## config.mk

```make
export PLATFORM = sky130hd
export DESIGN_NAME = integer_to_roman_encoder_unit
export DESIGN_NICKNAME = d
export VERILOG_FILES = /design/src/itre_pkg.sv /design/src/itre_front.sv /design/src/itre_queue.sv /design/src/itre_back.sv /design/src/integer_to_roman_encoder_unit.sv
export SDC_FILE = /design/constraint.sdc
export NUM_CORES = 1
export LEC_CHECK = 0
export ABC_AREA = 1
export BUFFER_PORTS_ARGS = -buffer_cell sky130_fd_sc_hd__buf_2
export CORE_UTILIZATION = 57
export CTS_BUF_LIST = sky130_fd_sc_hd__clkbuf_4 sky130_fd_sc_hd__clkbuf_8
export DETAILED_ROUTE_END_ITERATION = 7
export PLACE_DENSITY = 0.75
export SLEW_MARGIN = 20
export SYNTH_ARGS = -nofsm -noshare
export SYNTH_HDL_FRONTEND = slang
export SYNTH_SLANG_ARGS = --single-unit
```

## constraint.sdc

```tcl
create_clock -name clock -period 9 [get_ports clock]
set_clock_uncertainty 0.1 [all_clocks]
set_input_delay 0.9 -clock clock [delete_from_list [all_inputs] [get_ports clock]]
set_output_delay 0.9 -clock clock [all_outputs]
set_load 0.02 [all_outputs]
```

## src/itre_pkg.sv

```systemverilog
// ----------------------------------------------------------------------------
// itre_pkg
// Shared types, symbol codes and digit pattern functions for the
// integer to roman numeral encoder.
// ----------------------------------------------------------------------------
package itre_pkg;

   localparam int VALUE_W     = 12;
   localparam int SYMBOL_W    = 3;
   localparam int DIGITS      = 4;
   localparam int QUEUE_DEPTH = 2;

   localparam logic [VALUE_W-1:0] MAX_VALUE = 12'd3999;

   // numeral codes
   localparam logic [SYMBOL_W-1:0] SYM_I = 3'd0;
   localparam logic [SYMBOL_W-1:0] SYM_V = 3'd1;
   localparam logic [SYMBOL_W-1:0] SYM_X = 3'd2;
   localparam logic [SYMBOL_W-1:0] SYM_L = 3'd3;
   localparam logic [SYMBOL_W-1:0] SYM_C = 3'd4;
   localparam logic [SYMBOL_W-1:0] SYM_D = 3'd5;
   localparam logic [SYMBOL_W-1:0] SYM_M = 3'd6;

   // decimal digits, index 0 is thousands, index 3 is units
   typedef logic [DIGITS-1:0][3:0] digits_type;

   typedef struct packed {
      logic       err;
      digits_type digits;
   } entry_type;

   typedef struct packed {
      logic      valid;
      entry_type entry;
   } head_type;

   // number of symbols that one digit produces, up to four for an eight
   function automatic logic [2:0] digit_len(input logic [3:0] d);
      logic [2:0] len;
      case (d)
         4'd0: len = 3'd0;
         4'd1, 4'd2, 4'd3: len = {1'b0, d[1:0]};
         4'd4: len = 3'd2;
         4'd5: len = 3'd1;
         4'd6, 4'd7, 4'd8: len = 3'(d - 4'd4);
         4'd9: len = 3'd2;
         default: len = 3'd0;
      endcase
      return len;
   endfunction

   // symbol number k of digit d at decimal place pos
   function automatic logic [SYMBOL_W-1:0] digit_symbol(input logic [3:0] d,
                                                        input logic [1:0] k,
                                                        input logic [1:0] pos);
      logic [SYMBOL_W-1:0] one;
      logic [SYMBOL_W-1:0] five;
      logic [SYMBOL_W-1:0] ten;
      logic [SYMBOL_W-1:0] sym;
      one  = SYM_M - {pos, 1'b0};
      five = one + 3'd1;
      ten  = one + 3'd2;
      case (d)
         4'd4: sym = (k == 2'd0) ? one : five;
         4'd5: sym = five;
         4'd6, 4'd7, 4'd8: sym = (k == 2'd0) ? five : one;
         4'd9: sym = (k == 2'd0) ? one : ten;
         default: sym = one;
      endcase
      return sym;
   endfunction

   // first digit at or after start that is nonzero: {found, index}
   function automatic logic [2:0] find_nonzero(input digits_type digits,
                                               input logic [2:0] start);
      logic [2:0] res;
      res = 3'd0;
      for (int i = DIGITS - 1; i >= 0; i--) begin
         if ((3'(i) >= start) && (digits[i] != 4'd0)) begin
            res = {1'b1, 2'(i)};
         end
      end
      return res;
   endfunction

endpackage

```

## src/itre_front.sv

```systemverilog
// ----------------------------------------------------------------------------
// itre_front
// Range check and binary to decimal split of one incoming value.
// ----------------------------------------------------------------------------
module itre_front (
   input  logic [itre_pkg::VALUE_W-1:0] value,
   output itre_pkg::entry_type          entry
);

   logic [1:0]                   th;
   logic [3:0]                   hu;
   logic [3:0]                   te;
   logic [itre_pkg::VALUE_W-1:0] r1;
   logic [itre_pkg::VALUE_W-1:0] r2;

   always_comb begin
      th = 2'd0;
      if (value >= 12'd3000) begin
         th = 2'd3;
      end else if (value >= 12'd2000) begin
         th = 2'd2;
      end else if (value >= 12'd1000) begin
         th = 2'd1;
      end

      case (th)
         2'd1: r1 = value - 12'd1000;
         2'd2: r1 = value - 12'd2000;
         2'd3: r1 = value - 12'd3000;
         default: r1 = value;
      endcase

      // parallel compares against the multiples of each place weight
      hu = 4'd0;
      for (int i = 1; i < 10; i++) begin
         if (r1 >= 12'(i * 100)) hu = 4'(i);
      end
      r2 = r1 - 12'(hu) * 12'd100;

      te = 4'd0;
      for (int i = 1; i < 10; i++) begin
         if (r2 >= 12'(i * 10)) te = 4'(i);
      end

      entry.err       = (value == '0) || (value > itre_pkg::MAX_VALUE);
      entry.digits[0] = {2'b00, th};
      entry.digits[1] = hu;
      entry.digits[2] = te;
      entry.digits[3] = 4'(r2 - 12'(te) * 12'd10);
   end

endmodule

```

## src/itre_queue.sv

```systemverilog
// ----------------------------------------------------------------------------
// itre_queue
// Short fifo of classified values between front and back.
// ----------------------------------------------------------------------------
module itre_queue #(
   parameter int Depth = itre_pkg::QUEUE_DEPTH
) (
   input  logic                clock,
   input  logic                reset,
   input  logic                push_valid,
   input  itre_pkg::entry_type push_entry,
   output logic                full,
   output itre_pkg::head_type  head,
   input  logic                pop
);

   localparam int PtrW = (Depth > 1) ? $clog2(Depth) : 1;
   localparam int CntW = $clog2(Depth + 1);

   itre_pkg::entry_type mem_ff [Depth];
   logic [PtrW-1:0]     wr_ptr_ff, wr_ptr_in;
   logic [PtrW-1:0]     rd_ptr_ff, rd_ptr_in;
   logic [CntW-1:0]     count_ff, count_in;
   logic                push;

   assign full       = (count_ff == CntW'(Depth));
   assign push       = push_valid && !full;
   assign head.valid = (count_ff != '0);
   assign head.entry = mem_ff[rd_ptr_ff];

   always_comb begin
      wr_ptr_in = wr_ptr_ff;
      rd_ptr_in = rd_ptr_ff;
      count_in  = count_ff;
      if (push) begin
         wr_ptr_in = (wr_ptr_ff == PtrW'(Depth - 1)) ? '0 : wr_ptr_ff + 1'b1;
      end
      if (pop) begin
         rd_ptr_in = (rd_ptr_ff == PtrW'(Depth - 1)) ? '0 : rd_ptr_ff + 1'b1;
      end
      if (push && !pop) begin
         count_in = count_ff + 1'b1;
      end else if (pop && !push) begin
         count_in = count_ff - 1'b1;
      end
   end

   always_ff @(posedge clock) begin
      if (reset) begin
         wr_ptr_ff <= '0;
         rd_ptr_ff <= '0;
         count_ff  <= '0;
      end else begin
         wr_ptr_ff <= wr_ptr_in;
         rd_ptr_ff <= rd_ptr_in;
         count_ff  <= count_in;
      end
   end

   always_ff @(posedge clock) begin
      if (push) begin
         mem_ff[wr_ptr_ff] <= push_entry;
      end
   end

   a_count_bound: assert property (@(posedge clock) disable iff (reset)
      count_ff <= CntW'(Depth))
      else $error("queue fill beyond depth");

   a_pop_nonempty: assert property (@(posedge clock) disable iff (reset)
      pop |-> head.valid)
      else $error("pop from empty queue");

endmodule

```

## src/itre_back.sv

```systemverilog
// ----------------------------------------------------------------------------
// itre_back
// Symbol sequencer: walks the digits of one entry and emits one symbol
// per cycle into the result register, unless a stalled beat holds that register.
// ----------------------------------------------------------------------------
module itre_back (
   input  logic                          clock,
   input  logic                          reset,
   input  itre_pkg::head_type            head,
   output logic                          pop,
   output logic                          rsp_valid,
   input  logic                          rsp_stall,
   output logic [itre_pkg::SYMBOL_W-1:0] rsp_symbol,
   output logic                          rsp_last,
   output logic                          rsp_range_error
);

   logic                          busy_ff, busy_in;
   itre_pkg::entry_type           cur_ff, cur_in;
   logic [1:0]                    pos_ff, pos_in;
   logic [1:0]                    k_ff, k_in;
   logic                          rsp_valid_ff, rsp_valid_in;
   logic [itre_pkg::SYMBOL_W-1:0] rsp_symbol_ff, rsp_symbol_in;
   logic                          rsp_last_ff, rsp_last_in;
   logic                          rsp_err_ff, rsp_err_in;

   logic [3:0]                    cur_digit;
   logic [2:0]                    cur_len;
   logic [itre_pkg::SYMBOL_W-1:0] cur_sym;
   logic [2:0]                    after;
   logic [2:0]                    first;
   logic                          digit_done;
   logic                          last_sym;
   logic                          out_free;
   logic                          emit;
   logic                          load;

   always_comb begin
      cur_digit  = cur_ff.digits[pos_ff];
      cur_len    = itre_pkg::digit_len(cur_digit);
      cur_sym    = itre_pkg::digit_symbol(cur_digit, k_ff, pos_ff);
      after      = itre_pkg::find_nonzero(cur_ff.digits, {1'b0, pos_ff} + 3'd1);
      first      = itre_pkg::find_nonzero(head.entry.digits, 3'd0);
      digit_done = ({1'b0, k_ff} == cur_len - 3'd1);
      last_sym   = cur_ff.err || (digit_done && !after[2]);
      out_free   = !rsp_valid_ff || !rsp_stall;
      emit       = busy_ff && out_free;
      // next entry loads as the current one hands over its last symbol
      load       = head.valid && (!busy_ff || (emit && last_sym));
      pop        = load;

      busy_in       = busy_ff;
      cur_in        = cur_ff;
      pos_in        = pos_ff;
      k_in          = k_ff;
      rsp_valid_in  = rsp_valid_ff;
      rsp_symbol_in = rsp_symbol_ff;
      rsp_last_in   = rsp_last_ff;
      rsp_err_in    = rsp_err_ff;

      if (emit) begin
         rsp_valid_in  = 1'b1;
         rsp_symbol_in = cur_ff.err ? itre_pkg::SYM_I : cur_sym;
         rsp_last_in   = last_sym;
         rsp_err_in    = cur_ff.err;
         if (last_sym) begin
            busy_in = 1'b0;
         end else if (digit_done) begin
            pos_in = after[1:0];
            k_in   = 2'd0;
         end else begin
            k_in = k_ff + 2'd1;
         end
      end else if (out_free) begin
         rsp_valid_in = 1'b0;
      end

      if (load) begin
         busy_in = 1'b1;
         cur_in  = head.entry;
         pos_in  = first[1:0];
         k_in    = 2'd0;
      end
   end

   always_ff @(posedge clock) begin
      if (reset) begin
         busy_ff      <= 1'b0;
         rsp_valid_ff <= 1'b0;
      end else begin
         busy_ff      <= busy_in;
         rsp_valid_ff <= rsp_valid_in;
      end
   end

   always_ff @(posedge clock) begin
      cur_ff        <= cur_in;
      pos_ff        <= pos_in;
      k_ff          <= k_in;
      rsp_symbol_ff <= rsp_symbol_in;
      rsp_last_ff   <= rsp_last_in;
      rsp_err_ff    <= rsp_err_in;
   end

   assign rsp_valid       = rsp_valid_ff;
   assign rsp_symbol      = rsp_symbol_ff;
   assign rsp_last        = rsp_last_ff;
   assign rsp_range_error = rsp_err_ff;

   a_err_beat: assert property (@(posedge clock) disable iff (reset)
      (rsp_valid_ff && rsp_err_ff) |-> (rsp_last_ff && rsp_symbol_ff == itre_pkg::SYM_I))
      else $error("range error beat not a single I with last");

   a_sym_code: assert property (@(posedge clock) disable iff (reset)
      rsp_valid_ff |-> (rsp_symbol_ff <= itre_pkg::SYM_M))
      else $error("symbol code out of range");

   a_live_digit: assert property (@(posedge clock) disable iff (reset)
      (busy_ff && !cur_ff.err) |-> (cur_len != 3'd0 && {1'b0, k_ff} < cur_len))
      else $error("sequencer sits on an empty digit");

   a_pop_turn: assert property (@(posedge clock) disable iff (reset)
      (busy_ff && pop) |-> (emit && last_sym))
      else $error("entry replaced before its last symbol");

endmodule

```

## src/integer_to_roman_encoder_unit.sv

```systemverilog
// ----------------------------------------------------------------------------
// integer_to_roman_encoder_unit
// Converts a 12-bit unsigned integer into its roman numeral as a stream
// of symbol beats, most significant symbol first.
// ----------------------------------------------------------------------------
// usage
//   req channel: one beat carries req_value, taken when req_valid and not
//   req_stall. rsp channel: one beat per symbol (0=I 1=V 2=X 3=L 4=C 5=D
//   6=M), rsp_last marks the final symbol of a value. a value of zero or
//   above 3999 gives a single beat with rsp_range_error, symbol I, last.
// timing
//   when the block is idle, a taken req beat passes through the queue, the
//   sequencer's entry register and the result register before its first
//   symbol shows; symbols then follow one per cycle while rsp_stall is low,
//   with no gap between values. 3888 gives the longest run, 15 symbols.
// flow control
//   the front classifies and splits each value into decimal digits and
//   writes it into a small queue; req_stall is high only while that queue
//   is full. the back stage holds a registered output, so a stalled rsp
//   beat stays put while the queue takes new values until it is full.
// reset
//   synchronous, active high; clears the queue and drops rsp_valid.
// ----------------------------------------------------------------------------
module integer_to_roman_encoder_unit #(
   parameter int QueueDepth = itre_pkg::QUEUE_DEPTH
) (
   input  logic                          clock,
   input  logic                          reset,
   // request channel
   input  logic                          req_valid,
   output logic                          req_stall,
   input  logic [itre_pkg::VALUE_W-1:0]  req_value,
   // result channel
   output logic                          rsp_valid,
   input  logic                          rsp_stall,
   output logic [itre_pkg::SYMBOL_W-1:0] rsp_symbol,
   output logic                          rsp_last,
   output logic                          rsp_range_error
);

   itre_pkg::entry_type front_entry;   // classified value, digits split
   itre_pkg::head_type  queue_head;    // oldest waiting value
   logic                queue_full;
   logic                queue_pop;

   // front: range check and decimal split, purely combinational
   itre_front u_front (
      .value (req_value),
      .entry (front_entry)
   );

   // decoupling queue; its fill level is the only source of req_stall
   itre_queue #(
      .Depth (QueueDepth)
   ) u_queue (
      .clock      (clock),
      .reset      (reset),
      .push_valid (req_valid),
      .push_entry (front_entry),
      .full       (queue_full),
      .head       (queue_head),
      .pop        (queue_pop)
   );

   assign req_stall = queue_full;

   // back: symbol sequencer with registered result beat
   itre_back u_back (
      .clock           (clock),
      .reset           (reset),
      .head            (queue_head),
      .pop             (queue_pop),
      .rsp_valid       (rsp_valid),
      .rsp_stall       (rsp_stall),
      .rsp_symbol      (rsp_symbol),
      .rsp_last        (rsp_last),
      .rsp_range_error (rsp_range_error)
   );

endmodule

```

# Word level (Yosys, flattened, before mapping)
# Memories as Yosys holds them, arrays and structs flattened. A register that Yosys moved wholly into a read port is not among the register bits.
# Index checks and enable logic that the tools add are counted.
# word_totals
register_bits	32
latch_bits	0
ram_bits	30
mem_bits_ro	0
mem_count	1
# op_classes
addsub	16
mul	2
n_div	0
magnitude_cmp	27
eq_ne	15
n_shift	0
n_mux	55
bitwise_logic	1
reduce_logical	44
# mem_list
memory	depth	word_bits	read_ports	rd_clocked_by_memory_dff	write_ports	line_no	source
u_queue.mem_ff	2	15	1	1	1	itre_queue.sv:20	itre_pkg::entry_type mem_ff [Depth];
# op_table
op	count
$ge 12x10->1 const B	5
$ge 12x7->1 const B	4
$mux 3	15
$ge 12x6->1 const B	3
$ge 12x9->1 const B	3
$pmux 12 s3	1
$mux 2	17
$reduce_bool 4->1	8
$ge 12x5->1 const B	2
$pmux 3 s4	2
$mux 4	5
$eq 4x3->1 const B	4
$mux 1	14
$ge 12x11->1 const B	1
$ge 12x12->1 const B	1
$ge 12x4->1 const B	1
$ge 12x8->1 const B	1
$gt 12x12->1 const B	1
$logic_not 12->1	1
$reduce_bool 2->1	6
$sub 12x10->12 const B	1
$sub 12x11->12	1
$sub 12x11->12 const B	1
$sub 12x12->12 const B	1
other kinds (32)	61

# Depth between registers and ports, before layout
# logic_depth
ltp_word	30
mapped_depth	55
ltp_nobuf	55

# Modules after synthesis
# From an unflattened synthesis, not the netlist that was laid out.
# unflattened
hier_cells	674
area_unflattened_um2	5381.4
# by_module_without_submodules
mod	n_inst	cells_each	area_per_inst_um2
itre_front	1	410	2287.2
itre_back	1	176	1574.0
itre_queue	1	88	1520.2

# Least setup slack after synthesis
# No wires, ideal clock.
# synth_path
kind	input to register
start	input req_value[4] in the netlist's numbering
end	memory u_queue.mem_ff[0][13] in the netlist's numbering, data pin
setup_ns	0.252
t_arrival_ns	7.185
t_required_ns	8.648
setup_slack_ns	1.463
cell_stages	52
path_buffers	0
cell_sequence	inv_1 -> ha_1 -> nand2_1 -> nand2_1 -> nand3_2 -> nand2_2 -> nor2_8 -> nor2_8 -> nand2_1 -> nand3_1 -> nor2_2 -> inv_1 -> nand2_1 -> inv_1 -> a211oi_1 -> nor2_1 -> a311oi_1 -> o21ai_0 -> [16 not listed] -> nor2_4 -> nand4_1 -> nand3_1 -> nand2_1 -> nand2_1 -> nand2_1 -> nand2_1 -> nand2_1 -> nand2_1 -> nand2_2 -> ha_1 -> fa_1 -> xnor2_1 -> xor2_1 -> inv_1 -> nand3_1 -> nand2_1 -> inv_1
# synth_rtl
element	line_no	source
start, declared	integer_to_roman_encoder_unit.sv:32	input logic [itre_pkg::VALUE_W-1:0] req_value,
end, declared	itre_queue.sv:20	

==> summary.md <==
| Metric | Value |
|---|---|
| Post-CTS Resized | 0 |
| Crit path DAT | 8.23 ns |
| Synth area leader | edfxtp_1 |
| Hold buffers post-CTS | 0 |
| CTS H-tree depth | 3 |
| GRT Total Usage | about a quarter |
| Starting Density | approximately three fifths |
| Buf/Inv on CP | 8 |
| Via density | between 5 and 6 |
| Met2 WL | about 5.4 mm |
| Asr flop ratio synth | 0% |
| Ranking of synthesized cells by area | edfxtp_1 (30%), nand2_1 (12%), ha_1 (8.0%) |
| Max Buffers Root-to-Sink | 2 |
| Via count | 4356 |
| Post-synth EDFFs | 52 |
| Total congestion overflow | 0 |
| Max incr delay on CP | roughly 0.44 ns |
| Commonest non-fill, non-tap cell in the layout | nand2_1 |
| Area after DPL | about 5400 sq um |
| YS warnings | 0 |
| TNS Setup | 0 ns |
| Clock-pin slew of the registers on the worst-case setup and hold paths | about 0.070 ns |
| Final Max Slew Viols | 0 |
| Die W | between 90 and 100 um |
| Routed length per instance | between 10 and 15 um |
| Initial antenna violation count | 0 |
| Routability Congestion | between 0.9 and 1 |
| Max cap viols | 0 |
| Peak supply drop | about 0.14 mV |
| Outcome | finished clean |
| Critical path required time | around 9 ns |
| Met3 WL post-DR | about 590 um |
| Placed wire-length estimate | 8.998 mm |
| RSZ-0062 raised after global routing | false |
| Most common cell on crit path | nand2_1 |
| Cell variety after synth | slightly below 60 |
| Final Cycle Share | just over 90% |
| Drt pass-1 iters | 5 |
| Leak | around 2.6 nW |
| Root Driver | clkbuf_8 |
| DRC | 0 |
| Initial DRC count | approximately 210 |
| Synth-to-Final Area Change | 7.720% |
| Peak Freq | 0.1214 GHz |
| Vias in the first global route | 4296 |
| Num Clock Sinks | roughly 60 |
| Kind of critical path | primary input to flop |
| Syn Nets | approximately 720 |
| HP Class | flop to flop |
| PD cells | 294.6 nW/um^2 |
| Syn avg cell area | a little under 8 sq um |
| Core Box Area | 8763 sq um |
| Hold slack | 0.3715 ns |
| Synth top area share | 30.11% |
| I/O Pins | 23 |
| Die area | 9484 sq um |
| Final WL | ~11 mm |
| Critical Path End Type | flop |
| Die Y | around 100 um |
| Top Family by Delay on Critical Path | simple AND/OR/NAND/NOR gates |
| Diodes inserted | 0 |
| Cts bufs inserted | 9 |
| Post-route ant nets | 0 |
| Critical Path Source Type | primary input |
| Slowest stage cell, crit path | ha_1 |
| DR top layer | met4 |
| Slew HR | approximately 27% |
| Fin. Hold Viols | 0 |
| # nets final | approximately 750 |
| Std cell rows | 34 |
| # port buffers | 22 |
| First-pass GRT wire length | around 19 mm |
| Post-Syn Area | ~5200 sq um |
| Most frequent cells in the layout | nand2_1 (165), inv_1 (102), nor2_1 (53) |
| Flops & latches, synth | a little over 60 |
| Post-synthesis sequential area ratio | between 30% and 40% |
| Dominant synthesized flop cell | edfxtp_1 |
| Post-layout min period | between 8 and 9 ns |
| Mapped Cells | roughly 670 |
| Post-CTS Setup Bufs | 0 |
| Worst-path fanout max | 9 |
| WL met1 | roughly 4.8 mm |
| Worst slew pin tran | 1.075 ns |
| Fin area | roughly 5600 sq um |
| Clk_lat worst skew | between 0.3 and 0.4 ns |
| TritonCTS clock tree | yes |
| Final setup fails | 0 |
| Largest net degree at the start of global routing | 23 |
| Layout cell share with drive strength beyond 1 | between 15 and 20% |
| Final Util | a little under two thirds |
==> power breakdown <==
part	internal, W	switching, W	leakage (nW)
Combinational	0.000317	0.000610	1.99
Sequential	0.000436	0.0000558	0.562
Clock	0.000126	0.000101	0.0903
Total	0.000879	0.000767	2.65
==> cell families (layout without fill, tap and decap cells) <==
family / Yosys count / in the layout / share of synthesized area, %
buf+inv: 125 / 158 / 9.505
flops: 61 / 61 / 33.58
compound gates: 77 / 77 / 9.699
mux: 4 / 4 / 0.7720
simple gates: 351 / 351 / 34.14
fa+ha+maj: 36 / 36 / 9.120
xor+xnor: 18 / 18 / 3.185
==> final timing paths <==
check                                      start                     to  slack, ns  cells past startpoint
worst max-delay path                req_value[4]  u_queue.mem_ff[0][13]       0.76                     53
worst min-delay path              u_back.busy_ff       u_back.rsp_valid       0.37                      2
worst max register to register  u_back.pos_ff[0]    u_queue.count_ff[1]       3.40                     22
worst min register to register    u_back.busy_ff       u_back.rsp_valid       0.37                      2
==> sequential cells by signal, indices dropped and copies added, names as in the netlist, named ones only <==
signal,flops
u_back.rsp_valid,1
u_back.cur_ff,15
u_back.rsp_symbol,3
u_queue.wr_ptr_ff,1
u_back.pos_ff,2
u_back.k_ff,2
u_queue.count_ff,2
u_back.busy_ff,1
u_back.rsp_range_error,1
u_queue.rd_ptr_ff,1
u_back.rsp_last,1
u_queue.mem_ff,30
==> layer usage <==
metal	vias to the layer above	GRT usage [%]
met5	-	0
met4	0	7.353
met3	20	3.885
met2	125	43.14
met1	1949	30.68
li1	2262	-
==> Yosys cell counts, drive strengths merged (3+ instances only) <==
library cell and n:
nand3 62, nor3 7, nor4 6, o41ai 4, ha 33, xor2 13
nand2 192, nand4 8, or2 4, o21ai 24, buf 5, clkinv 4
a21oi 24, o21bai 3, nor2 65, edfxtp 52, dfxtp 9, a31oi 3
inv 114, xnor2 5, fa 3, mux2i 4, nand3b 4
==> tightest hold or removal path: cells and delay by family, from the launching register on <==
kind	cells	cell delay (ns)
AO/OA/AOI/OAI	1	0.06
buffers and inverters	1	0.06
flip-flops	1	0.31
==> stage by stage <==
step / cells / total power [W] / setup slack (ns)
after global placement: 797 / 0.001392 / 0.7917
final: 813 / 0.001646 / 0.7602
after global routing: 813 / 0.001815 / 0.03054
after detailed placement: 797 / 0.001425 / 0.4932
after floorplan: 672 / 0.001226 / 1.463
after CTS: 813 / 0.001657 / 0.8509
==> area by class of cell <==
cell class / instances / area, sq um
Fill cell: 795 / 3177
Multi-Input combinational cell: 486 / 2952
Sequential cell: 61 / 1742
Inverter: 118 / 442.9
Tap cell: 108 / 135.1
Timing Repair Buffer: 24 / 125.1
Clock buffer: 9 / 123.9
Clock inverter: 7 / 66.31
(Power assumes the default switching activity.)
